[src/esid_pkg.sv]
// ----------------------------------------------------------------------------
// esid_pkg
// Shared types and constants of the edge set insert unit: request and result
// layouts, status codes, register indexes and the control interface between
// the controller and the datapath.
// ----------------------------------------------------------------------------
package esid_pkg;

  // Width of a node index in a request.
  localparam int NODE_W = 8;
  // Number of node indexes a request can name.
  localparam int NODE_SPAN = 1 << NODE_W;

  localparam int STATUS_W = 2;
  localparam int COUNT_W = 11;
  localparam int DEGREE_W = 12;
  localparam int LIMIT_W = 9;
  localparam int CFG_INDEX_W = 4;
  localparam int CFG_DATA_W = 9;

  // Result status codes.
  localparam logic [STATUS_W-1:0] ST_ADDED = 2'd0;
  localparam logic [STATUS_W-1:0] ST_DUPLICATE = 2'd1;
  localparam logic [STATUS_W-1:0] ST_FULL = 2'd2;
  localparam logic [STATUS_W-1:0] ST_RANGE = 2'd3;

  // Configuration register indexes.
  localparam logic [CFG_INDEX_W-1:0] REG_DIRECTED = 4'd0;
  localparam logic [CFG_INDEX_W-1:0] REG_NODE_LIMIT = 4'd1;

  // Register reset values.
  localparam logic LIMIT_RESET_DIRECTED = 1'b0;
  localparam logic [LIMIT_W-1:0] NODE_LIMIT_RESET = 9'd256;

  // Degree arithmetic.
  localparam logic [DEGREE_W-1:0] DEGREE_MAX = 12'd4095;
  localparam logic [1:0] SELF_LOOP_WEIGHT = 2'd2;

  typedef struct packed {
    logic [NODE_W-1:0] src_node;
    logic [NODE_W-1:0] dst_node;
  } item_t;

  typedef struct packed {
    logic [STATUS_W-1:0] status;
    logic [COUNT_W-1:0] stored_edges;
    logic [DEGREE_W-1:0] src_degree;
    logic [DEGREE_W-1:0] dst_degree;
  } result_t;

  // Commands from the controller to the datapath.
  typedef struct packed {
    logic load;
    logic deg_read;
    logic scan_clear;
    logic scan_issue;
    logic edge_write;
    logic deg_write_src;
    logic deg_write_dst;
    logic res_load;
    logic [STATUS_W-1:0] res_status;
  } dp_cmd_t;

  // Status from the datapath to the controller.
  typedef struct packed {
    logic range_bad;
    logic table_full;
    logic table_empty;
    logic scan_last;
    logic hit;
    logic self_loop;
  } dp_stat_t;

endpackage

[src/esid_ctrl.sv]
// ----------------------------------------------------------------------------
// esid_ctrl
// Controller of the edge set insert unit. Sequences the checks, the scan of
// the edge table, the table and degree updates and the result strobe.
// ----------------------------------------------------------------------------
module esid_ctrl (
  input  logic              clk,
  input  logic              rst,
  input  logic              start,
  output logic              busy,
  output logic              done,
  output esid_pkg::dp_cmd_t cmd,
  input  esid_pkg::dp_stat_t stat
);
  import esid_pkg::*;

  localparam logic [2:0] S_IDLE   = 3'd0;
  localparam logic [2:0] S_CHECK  = 3'd1;
  localparam logic [2:0] S_SCAN   = 3'd2;
  localparam logic [2:0] S_DRAIN  = 3'd3;
  localparam logic [2:0] S_ADD    = 3'd4;
  localparam logic [2:0] S_ADD2   = 3'd5;
  localparam logic [2:0] S_REPORT = 3'd6;
  localparam logic [2:0] S_REFUSE = 3'd7;

  logic [2:0] state;
  logic [2:0] state_next;

  // State register.
  always_ff @(posedge clk) begin
    if (rst) begin
      state <= S_IDLE;
    end else begin
      state <= state_next;
    end
  end

  // Next state and datapath commands.
  always_comb begin
    state_next = state;
    cmd = '0;
    cmd.res_status = ST_ADDED;
    case (state)
      S_IDLE: begin
        if (start) begin
          cmd.load = 1'b1;
          state_next = S_CHECK;
        end
      end
      S_CHECK: begin
        cmd.deg_read = 1'b1;
        cmd.scan_clear = 1'b1;
        if (stat.range_bad || stat.table_full) begin
          state_next = S_REFUSE;
        end else if (stat.table_empty) begin
          state_next = S_ADD;
        end else begin
          state_next = S_SCAN;
        end
      end
      S_REFUSE: begin
        // The degrees read in the check cycle are available now.
        cmd.res_load = 1'b1;
        cmd.res_status = stat.range_bad ? ST_RANGE : ST_FULL;
        state_next = S_REPORT;
      end
      S_SCAN: begin
        cmd.scan_issue = 1'b1;
        if (stat.scan_last) begin
          state_next = S_DRAIN;
        end
      end
      S_DRAIN: begin
        // The last table read is compared in this cycle.
        if (stat.hit) begin
          cmd.res_load = 1'b1;
          cmd.res_status = ST_DUPLICATE;
          state_next = S_REPORT;
        end else begin
          state_next = S_ADD;
        end
      end
      S_ADD: begin
        cmd.edge_write = 1'b1;
        cmd.deg_write_src = 1'b1;
        cmd.res_load = 1'b1;
        cmd.res_status = ST_ADDED;
        state_next = stat.self_loop ? S_REPORT : S_ADD2;
      end
      S_ADD2: begin
        cmd.deg_write_dst = 1'b1;
        state_next = S_REPORT;
      end
      S_REPORT: begin
        state_next = S_IDLE;
      end
      default: begin
        state_next = S_IDLE;
      end
    endcase
  end

  assign busy = (state != S_IDLE);
  assign done = (state == S_REPORT);

endmodule

[config.mk]
export PLATFORM = sky130hd
export DESIGN_NAME = esid_ctrl
export DESIGN_NICKNAME = d
export VERILOG_FILES = /design/src/esid_pkg.sv /design/src/esid_ctrl.sv
export SDC_FILE = /design/constraint.sdc
export NUM_CORES = 1
export LEC_CHECK = 0
export BUFFER_PORTS_ARGS = -buffer_cell sky130_fd_sc_hd__buf_2
export CORE_AREA = 2 2 39 41
export CTS_BUF_LIST = sky130_fd_sc_hd__clkbuf_4
export CTS_CLUSTER_DIAMETER = 150
export DETAILED_ROUTE_END_ITERATION = 6
export DIE_AREA = 0 0 41 43
export PLACE_DENSITY_LB_ADDON = 0.1
export SYNTH_ARGS = -nofsm -noshare
export SYNTH_HDL_FRONTEND = slang
export SYNTH_SLANG_ARGS = --single-unit
[constraint.sdc]
create_clock -name clk -period 1.5 [get_ports clk]
set_clock_uncertainty 0.15 [all_clocks]
set_input_delay 0.3 -clock clk [delete_from_list [all_inputs] [get_ports clk]]
set_output_delay 0.3 -clock clk [all_outputs]
set_load 0.1 [all_outputs]
==> impl_metrics.yaml, run 1 <==
cts:
  root_buffer: "clkbuf_4"
  worstSkewPairLatency_ps: 230
  cts_buffers: 3
  clk_pin_slew_ps: 30
  cts_sinks: 3
  holdBufCountCts: 0
  clockBufferDepth: 2
  cts-htree-levels: 1
  cts_tree: "yes"
timing:
  period_share_pct: 107.9
  tightestPinTransition_ps: 268.1
  hold_viol_final: 0
  final-setup-viol-count: 11
  timing.final.ws_setup_ps: -118.1
  rsz0062_at_grt: "true"
  period_needed_ps: 1618
  drv_slew: 0
  max_freq_ghz: 0.6180
  slew_headroom_pct: 81.89
detailed_routing:
  ant_nets: 0
  wl_per_cell_um: 11.31
  drc: 0
  drt_wl_total_um: 995
  dr.pass1.iters: 2
  vias_per_cell: 4.534
  vias: 399
  drt_iter0_markers: 2
pwr:
  power.density_mw_per_mm2: 1907
  leakage_nw: 0.3332
  peakVddDrop_mv: 0.9260
place:
  pre_cts_ws_ps: -0.4945
  place_area_um2: 640.6
  port_buffers: 20
  gp_congestion: 0.6400
  placed_cells: 75
  hpwl_um: 653.3
worst_hold_path:
  worstHoldPathType: "input pin to register"
  hold_depth: 2
  min_from: "rst"
  whs_endpoint: "state[1]$_SDFFE_PP0P_"
global_routing:
  grt_pass1_wl_mm: 1.649
  grt_overflow: 0
  grt_antenna_before_repair: 0
  grt_pass1_vias: 393
  track_usage_pct: 13.44
  grt_max_degree: 9
finish:
  final_cells: 88
  drive_gt1_share_pct: 83.33
  largest_reg_flops: 3
  insertedDiodeCount: 0
  fin_area_um2: 792.0
  fin_nets: 82
  regArea_um2: 71.32
  top_regs: "state x3"
  largest-register: "state"
  nFillCells: 122
  area_delta_synth_final_pct: 185.1
  multi_input_area_um2: 259.0
synth:
  ys_ff_latch: 3
  yosys.area_share.simple_pct: 28.83
  synth.yosys.seq_area_share_pct: 21.62
  synth_mux_area_share_pct: 3.604
  synth_nets: 48
  synth_top_area_cell: "dfxtp_1"
  synth_adder_area_share_pct: 0
  syn-cell-area_um2: 277.8
  synth-main-ff-cell: "dfxtp_1"
  synth_edf_count: 0
  async_reset_ff_share_pct: 0
  ys_types: 21
  ys_warn_count: 0
  syn_avg_cell_area_um2: 7.122
  synth_cells: 39
  synth_compound_area_share_pct: 26.58
  synth_top_family_by_area: "simple AND/OR/NAND/NOR gates"
  ys_top_cells_by_area: "dfxtp_1 22%, buf_6 8.1%, nand2_1 8.1%"
  synth_top_area_share_pct: 21.62
  synth_xor_area_share_pct: 0
  synthTopCellsByCount: "6 x nand2_1, 6 x nor2_1, 3 x dfxtp_1"
die:
  die_height_um: 43
  die_area_mm2: 0.001763
  fp.dieW_um: 41
  rows: 14
  start_util_pct: 20.07
  ioPinCount: 21
  core_mm2: 0.001384
worst_setup_path:
  cp-end-kind: "output port"
  crit_fanout: 7
  worst-r2r-cell-count: 5
  worstSetupStartpointType: "register"
  r2r_end: "state[0]$_SDFFE_PP0P_"
  r2r-start: "state[1]$_SDFFE_PP0P_"
  arrival_ps: 1170
  rrSetupSlack_ps: 0
  setup.worst_path.class: "register to output port"
  cp.required_ps: 1050
run_status:
  violations: "negative setup slack"
  status: "finished, violations left"
flow_run:
  cap_viol_max_count: 0
-- layout make-up --
class / count / area share (%)
multi-input cells: 28 / 32.70
inverters: 3 / 2.844
well taps: 16 / 2.528
flip-flops and latches: 3 / 9.005
clock buffers: 4 / 3.791
repair buffers: 34 / 49.13
-- repair_timing --
item / in CTS / in global routing
gates cloned: 0 / 0
resized for setup: 13 / 3
endpoints found under the setup margin: 12 / 13
buffers inserted: 7 / 2
pin swaps: 7 / 2
-- worst max path at each step --
stage | endpoint | cells past startpoint | from
3_3_place_gp | cmd[8] | 3 | state[2]$_SDFFE_PP0P_
6_report | cmd[9] | 3 | state[0]$_SDFFE_PP0P_
3_5_place_dp | cmd[8] | 3 | state[2]$_SDFFE_PP0P_
4_1_cts | cmd[9] | 4 | state[1]$_SDFFE_PP0P_
5_1_grt | cmd[2] | 4 | state[1]$_SDFFE_PP0P_
2_1_floorplan | cmd[8] | 3 | state[1]$_SDFFE_PP0P_
-- cell usage in the layout, fill, tap and decap left out, types with 2 or more instances in the layout --
cell,count
nor2b_1,2
buf_2,8
buf_4,13
dfxtp_4,3
and3_2,2
nand2_4,3
buf_12,12
nand2_2,2
nor2_4,3
clkbuf_4,4
nor3_4,2
nor2_1,2
-- worst max-delay path: stages (launching register included) --
cell and delay (ps):
dfxtp_4 370, buf_4 160, nor3_4 210, buf_12 200
-- layer usage --
layer	routed length, um	vias to the layer above	GRT usage [%]	share of wire [%]
li1	-	199	-	-
met1	397	184	16.03	40
met2	525	16	22.50	53
met3	73	0	4.712	7.3
met4	0	0	2.000	0
met5	0	-	0	0
-- power breakdown --
group	internal [mW]	leakage (nW)	switching, mW	total [mW]
Sequential	0.111	0.0267	0.0599	0.171
Clock	0.118	0.0184	0.0389	0.156
Combinational	0.466	0.288	0.717	1.18
-- metrics by stage --
stage / total power [mW] / setup TNS (ps) / utilization, % / hold WS, ps
final: 1.510 / -834.9 / 57.23 / 119.5
after global routing: 1.577 / -1466 / 57.23 / 113.8
after CTS: 1.484 / -956.1 / 55.43 / 111.8
after detailed placement: 1.198 / -0.8807 / 46.29 / 356.3
after global placement: 1.199 / 0 / 46.29 / 356.7
after floorplan: 0.9098 / -2364 / - / 210.5
-- cells by family (layout without fill, tap and decap cells) --
family,Yosys count,count (layout)
AOI/OAI and AO/OA,9,9
buffers and inverters,8,41
DFF,3,3
muxes,1,1
and+or+nand+nor,18,18
Power figures use the tool's default switching activity.
==> inputs of run 2 (changes only) <==
--- a/config.mk
+++ b/config.mk
@@ -5,13 +5,14 @@
 export SDC_FILE = /design/constraint.sdc
 export NUM_CORES = 1
 export LEC_CHECK = 0
+export ABC_AREA = 1
 export BUFFER_PORTS_ARGS = -buffer_cell sky130_fd_sc_hd__buf_2
 export CORE_AREA = 2 2 39 41
 export CTS_BUF_LIST = sky130_fd_sc_hd__clkbuf_4
 export CTS_CLUSTER_DIAMETER = 150
 export DETAILED_ROUTE_END_ITERATION = 6
 export DIE_AREA = 0 0 41 43
-export PLACE_DENSITY_LB_ADDON = 0.1
+export PLACE_DENSITY = 0.49
 export SYNTH_ARGS = -nofsm -noshare
 export SYNTH_HDL_FRONTEND = slang
 export SYNTH_SLANG_ARGS = --single-unit
==> run 2 against run 1 <==
Net effect:
- the run still ends with negative setup slack left
- wire length up 14%
- first-iteration DRC count rose to 3.0 times the previous value
- area after synthesis up 11%
- sequential cell count unchanged
- critical endpoint is now cmd[2]
- highest routed layer is now met4
==> impl_metrics.yaml, run 2 <==
run_status:
  status: "finished, violations left"
  violations: "negative setup slack"
timing:
  slew_headroom_pct: 85.89
  hold_viol_final: 0
  period_needed_ps: 1681
  drv_slew: 0
  max_freq_ghz: 0.5948
  final-setup-viol-count: 12
  rsz0062_at_grt: "true"
  timing.final.ws_setup_ps: -181.3
  period_share_pct: 112.1
  tightestPinTransition_ps: 210.9
finish:
  top_regs: "state x3"
  fin_util_pct: 64.38
  insertedDiodeCount: 0
  final_common_cell: "buf_12"
  nFillCells: 113
  largest-register: "state"
  area_delta_synth_final_pct: 189.4
  multi_input_area_um2: 306.5
  final_cell_mix: "12 x buf_12, 10 x buf_4, 8 x nand2_1, 8 x buf_2, 6 x inv_1"
  fin_area_um2: 890.9
  drive_gt1_share_pct: 74.44
  final_cells: 106
  regArea_um2: 71.32
  largest_reg_flops: 3
  fin_nets: 100
detailed_routing:
  drc: 0
  vias_per_cell: 4.311
  drt_wl_total_mm: 1.130
  dr_wl_met3_um: 34
  ant_nets: 0
  wl_per_cell_um: 10.66
  routed.top_layer: "met4"
  vias: 457
  dr.pass1.iters: 4
  drt_iter0_markers: 6
  wl_met1_um: 402
  met2_length_um: 682
die:
  start_util_pct: 22.24
  ioPinCount: 21
  die_height_um: 43
  die_area_mm2: 0.001763
  rows: 14
  fp.dieW_um: 41
  core_mm2: 0.001384
cts:
  cts_sinks: 3
  clockBufferDepth: 2
  holdBufCountCts: 0
  root_buffer: "clkbuf_4"
  cts_buffers: 3
  cts-htree-levels: 1
  cts_tree: "yes"
  clk_pin_slew_ps: 40
  worstSkewPairLatency_ps: 240
synth:
  syn_avg_cell_area_um2: 5.596
  synth.most_common_cell: "nand2_1"
  async_reset_ff_share_pct: 0
  synthTopCellsByCount: "14 x nand2_1, 8 x nor2_1, 7 x inv_1, 4 x nand3_1"
  ys_top_cells_by_area: "dfxtp_1 20%, nand2_1 17%, nor2_1 9.8%"
  synth_top_area_cell: "dfxtp_1"
  synth.yosys.seq_area_share_pct: 19.51
  ys_ff_latch: 3
  ys_types: 17
  synth_nets: 64
  ys_warn_count: 0
  synth_edf_count: 0
  synth_top_area_share_pct: 19.51
  synth-main-ff-cell: "dfxtp_1"
  syn-cell-area_um2: 307.8
  synth_cells: 55
worst_hold_path:
  worstHoldPathType: "input pin to register"
place:
  gp_congestion: 0.7496
  port_buffers: 20
  placed_cells: 95
  place_area_um2: 758.2
  hpwl_um: 853.8
worst_setup_path:
  rrSetupSlack_ps: 130
  arrival_ps: 1230
  critPathCapture: "cmd[2]"
  r2r-start: "state[2]$_SDFFE_PP0P_"
  worst-r2r-cell-count: 9
  cp.required_ps: 1050
  cp-end-kind: "output port"
  crit_fanout: 5
  setup.worst_path.class: "register to output port"
  crit_cells: 5
  slowest_delay_ps: 390
  path_buf_inv: 2
  r2r_end: "state[0]$_SDFFE_PP0P_"
  path_cells: "inv_6 > nor3_4 > a21oi_2 > o21ai_4 > buf_12"
  worstSetupStartpointType: "register"
  critPathTopFamily: "flip-flops"
  crit_start: "state[2]$_SDFFE_PP0P_"
  cp_slowest_cell: "dfxtp_4"
global_routing:
  grt_max_degree: 8
  grt_antenna_before_repair: 0
  grt_pass1_vias: 403
  track_usage_pct: 14.27
  grt_overflow: 0
  grt_pass1_wl_mm: 1.676
flow_run:
  cap_viol_max_count: 0
-- run 2: cell count changes after synthesis, sizes merged, moves of 2 or more --
| cell | change |
|---|---|
| buf | -2 |
| nor2b | -2 |
| nand4 | +2 |
| inv | +7 |
| nor2 | +4 |
| and3 | -2 |
| nand2 | +10 |
| nand3 | +5 |
-- run 2: worst min-delay path by stage --
| stage | start | end | slack (ps) | cells after the start |
|---|---|---|---|---|
| 4_1_cts | rst | state[1]$_SDFFE_PP0P_ | 80 | 2 |
| 3_5_place_dp | rst | state[1]$_SDFFE_PP0P_ | 340 | 2 |
| 5_1_grt | rst | state[1]$_SDFFE_PP0P_ | 90 | 2 |
| 2_1_floorplan | rst | state[2]$_SDFFE_PP0P_ | 210 | 1 |
| 3_3_place_gp | rst | state[2]$_SDFFE_PP0P_ | 330 | 2 |
| 6_report | rst | state[1]$_SDFFE_PP0P_ | 90 | 2 |
-- run 2: kinds of logic after synthesis --
kind of cell | count (synthesis) | share of synthesized area, %
compound gates | 3 | 4.877
flops | 3 | 19.51
simple gates | 35 | 55.69
buf+inv | 14 | 19.92
-- run 2: what timing repair did --
item / in CTS / in global routing
gates resized for setup: 13 / 4
endpoints found under the hold margin: 0 / 0
buffers inserted: 6 / 2
setup endpoints to repair: 12 / 12
pin swaps: 4 / 1
-- run 2: worst register-to-register path, cell delays in order, from the launching register on --
cell     delay [ps]
dfxtp_4         390
inv_6            50
buf_4           140
nand3_4          60
inv_4            50
buf_4           130
buf_4           130
nand2_2          50
nand3_2          60
nor2_2          100
-- run 2: final cells by class --
class / count / area share [%]
Tap cell: 16 / 2.247
Inverter: 11 / 7.022
Sequential cell: 3 / 8.006
Timing Repair Buffer: 34 / 44.94
Multi-Input combinational cell: 38 / 34.41
Clock buffer: 4 / 3.371
-- run 2: per-stage QoR --
stage / setup slack [ps] / setup TNS, ps / hold slack, ps
global route: -244.7 / -1950 / 85.44
finish: -181.3 / -1353 / 88.45
detailed placement: 20.70 / 0 / 335.6
floorplan: -691.5 / -3512 / 209.4
global placement: 28.27 / 0 / 331.0
CTS: -191.2 / -1501 / 76.99
-- run 2: metal layers --
layer,vias to the layer above,GRT usage (%)
met5,-,0
met4,0,8.000
met3,2,1.571
met2,10,21.88
met1,203,18.39
li1,242,-
Power of run 2 is left out: the tool's default activity adds up to more than one toggle a clock period on the data nets, which glitch-free logic cannot reach.
==> inputs of run 3 (changes only) <==
--- a/config.mk
+++ b/config.mk
@@ -7,12 +7,13 @@
 export LEC_CHECK = 0
 export ABC_AREA = 1
 export BUFFER_PORTS_ARGS = -buffer_cell sky130_fd_sc_hd__buf_2
-export CORE_AREA = 2 2 39 41
+export CELL_PAD_IN_SITES_DETAIL_PLACEMENT = 1
+export CELL_PAD_IN_SITES_GLOBAL_PLACEMENT = 2
+export CORE_UTILIZATION = 18
 export CTS_BUF_LIST = sky130_fd_sc_hd__clkbuf_4
 export CTS_CLUSTER_DIAMETER = 150
 export DETAILED_ROUTE_END_ITERATION = 6
-export DIE_AREA = 0 0 41 43
-export PLACE_DENSITY = 0.49
+export PLACE_DENSITY = 0.77
 export SYNTH_ARGS = -nofsm -noshare
 export SYNTH_HDL_FRONTEND = slang
 export SYNTH_SLANG_ARGS = --single-unit
==> run 3 against run 2 <==
Net effect:
- the flow finishes with violations (design-rule violations, negative setup slack)
- utilization decreased by 7.9 points
- global-route usage rose by 3.7 points
- worst hold slack got worse by 2.2 ps
- wire length is 29% higher
- die area increased by 6.6%
- critical path depth unchanged
- count of clock-buffer cells in the layout unchanged
==> impl_metrics.yaml, run 3 (synthesis results as in run 2) <==
run_status:
  status: "finished, violations left"
  violations: "design-rule violations, negative setup slack"
detailed_routing:
  wl_per_cell_um: 13.36
  vias: 489
  vias_per_cell: 4.486
  drc: 2
  drt_iter0_markers: 7
  ant_nets: 0
  dr.pass1.iters: 6
  drt_wl_total_mm: 1.456
finish:
  fin_nets: 103
  largest-register: "state"
  largest_reg_flops: 3
  insertedDiodeCount: 0
  final_common_cell: "buf_4"
  final_cell_mix: "14 x buf_4, 12 x buf_12, 10 x nand2_1"
  final_cells: 109
  regArea_um2: 71.32
  nFillCells: 176
  multi_input_area_um2: 286.5
  drive_gt1_share_pct: 69.89
  area_delta_synth_final_pct: 186.2
  top_regs: "state x3"
  fin_util_pct: 56.50
cts:
  cts-htree-levels: 1
  cts_tree: "yes"
  root_buffer: "clkbuf_4"
  worstSkewPairLatency_ps: 250
  holdBufCountCts: 0
  clk_pin_slew_ps: 40
  cts_sinks: 3
  clockBufferDepth: 2
  cts_buffers: 3
worst_setup_path:
  setup.worst_path.class: "register to output port"
  path_cells: "buf_6 > nor3_4 > a21oi_2 > o21ai_4 > buf_12"
  arrival_ps: 1240
  slowest_delay_ps: 370
  crit_fanout: 6
  path_buf_inv: 2
  worstSetupStartpointType: "register"
  cp.required_ps: 1050
  cp_slowest_cell: "dfxtp_4"
  cp-end-kind: "output port"
  critPathTopFamily: "flip-flops"
die:
  die_area_mm2: 0.001879
  start_util_pct: 19.74
  core_mm2: 0.001559
  ioPinCount: 21
  die_height_um: 43.35
  rows: 14
  fp.dieW_um: 43.35
global_routing:
  grt_pass1_vias: 507
  track_usage_pct: 17.99
  met1_usage_pct: 21.23
  use_met2_pct: 33.03
  grt_util_met3_pct: 1.250
  grt_max_degree: 7
  busiest_layer: "met2"
  grt_antenna_before_repair: 0
  grt_overflow: 0
  grt_pass1_wl_mm: 2.428
timing:
  final-setup-viol-count: 12
  rsz0062_at_grt: "true"
  timing.final.ws_setup_ps: -186.2
  fin_hold_ws_ps: 86.22
  drv_slew: 0
  period_needed_ps: 1686
  slew_headroom_pct: 84.57
  hold_viol_final: 0
  tightestPinTransition_ps: 230.6
  max_freq_ghz: 0.5930
  period_share_pct: 112.4
flow_run:
  cap_viol_max_count: 0
place:
  gp_congestion: 0.7238
  port_buffers: 20
  hpwl_mm: 1.065
  pre_cts_ws_ps: 31.37
  placed_cells: 98
worst_hold_path:
  worstHoldPathType: "input pin to register"
## run 3: area by class of cell
cell class	instances	share of cell area (%)
Clock buffer	4	3.409
Multi-Input combinational cell	38	32.53
Inverter	11	6.108
Timing Repair Buffer	37	47.59
Sequential cell	3	8.097
Tap cell	16	2.273
## run 3: path summary, 6_finish.rpt
check                                      startpoint                    end  slack (ps)  cells past startpoint
worst max-delay path            state[0]$_SDFFE_PP0P_                 cmd[2]        -190                      5
worst min-delay path                              rst  state[2]$_SDFFE_PP0P_          90                      2
worst max register to register  state[0]$_SDFFE_PP0P_  state[0]$_SDFFE_PP0P_         130                      8
worst min register to register  state[2]$_SDFFE_PP0P_  state[2]$_SDFFE_PP0P_         540                      3
## run 3: per-stage QoR
step,cell area [um^2],TNS (ps)
after floorplan,431.7,-3512
after global placement,780.7,0
after global routing,880.8,-2139
after CTS,873.3,-1695
final,880.8,-1611
after detailed placement,780.7,0
## run 3: what timing repair did
action / CTS / global route
setup buffers: 6 / 1
setup endpoints to repair: 12 / 12
pin swaps: 3 / 2
resized for setup: 6 / 1
## run 3: routing by layer
metal	up-vias	part of all wire, %
li1	243	-
met1	229	38
met2	15	58
met3	2	2.7
met4	0	1.5
met5	-	0
Power of run 3 is left out for the same reason.
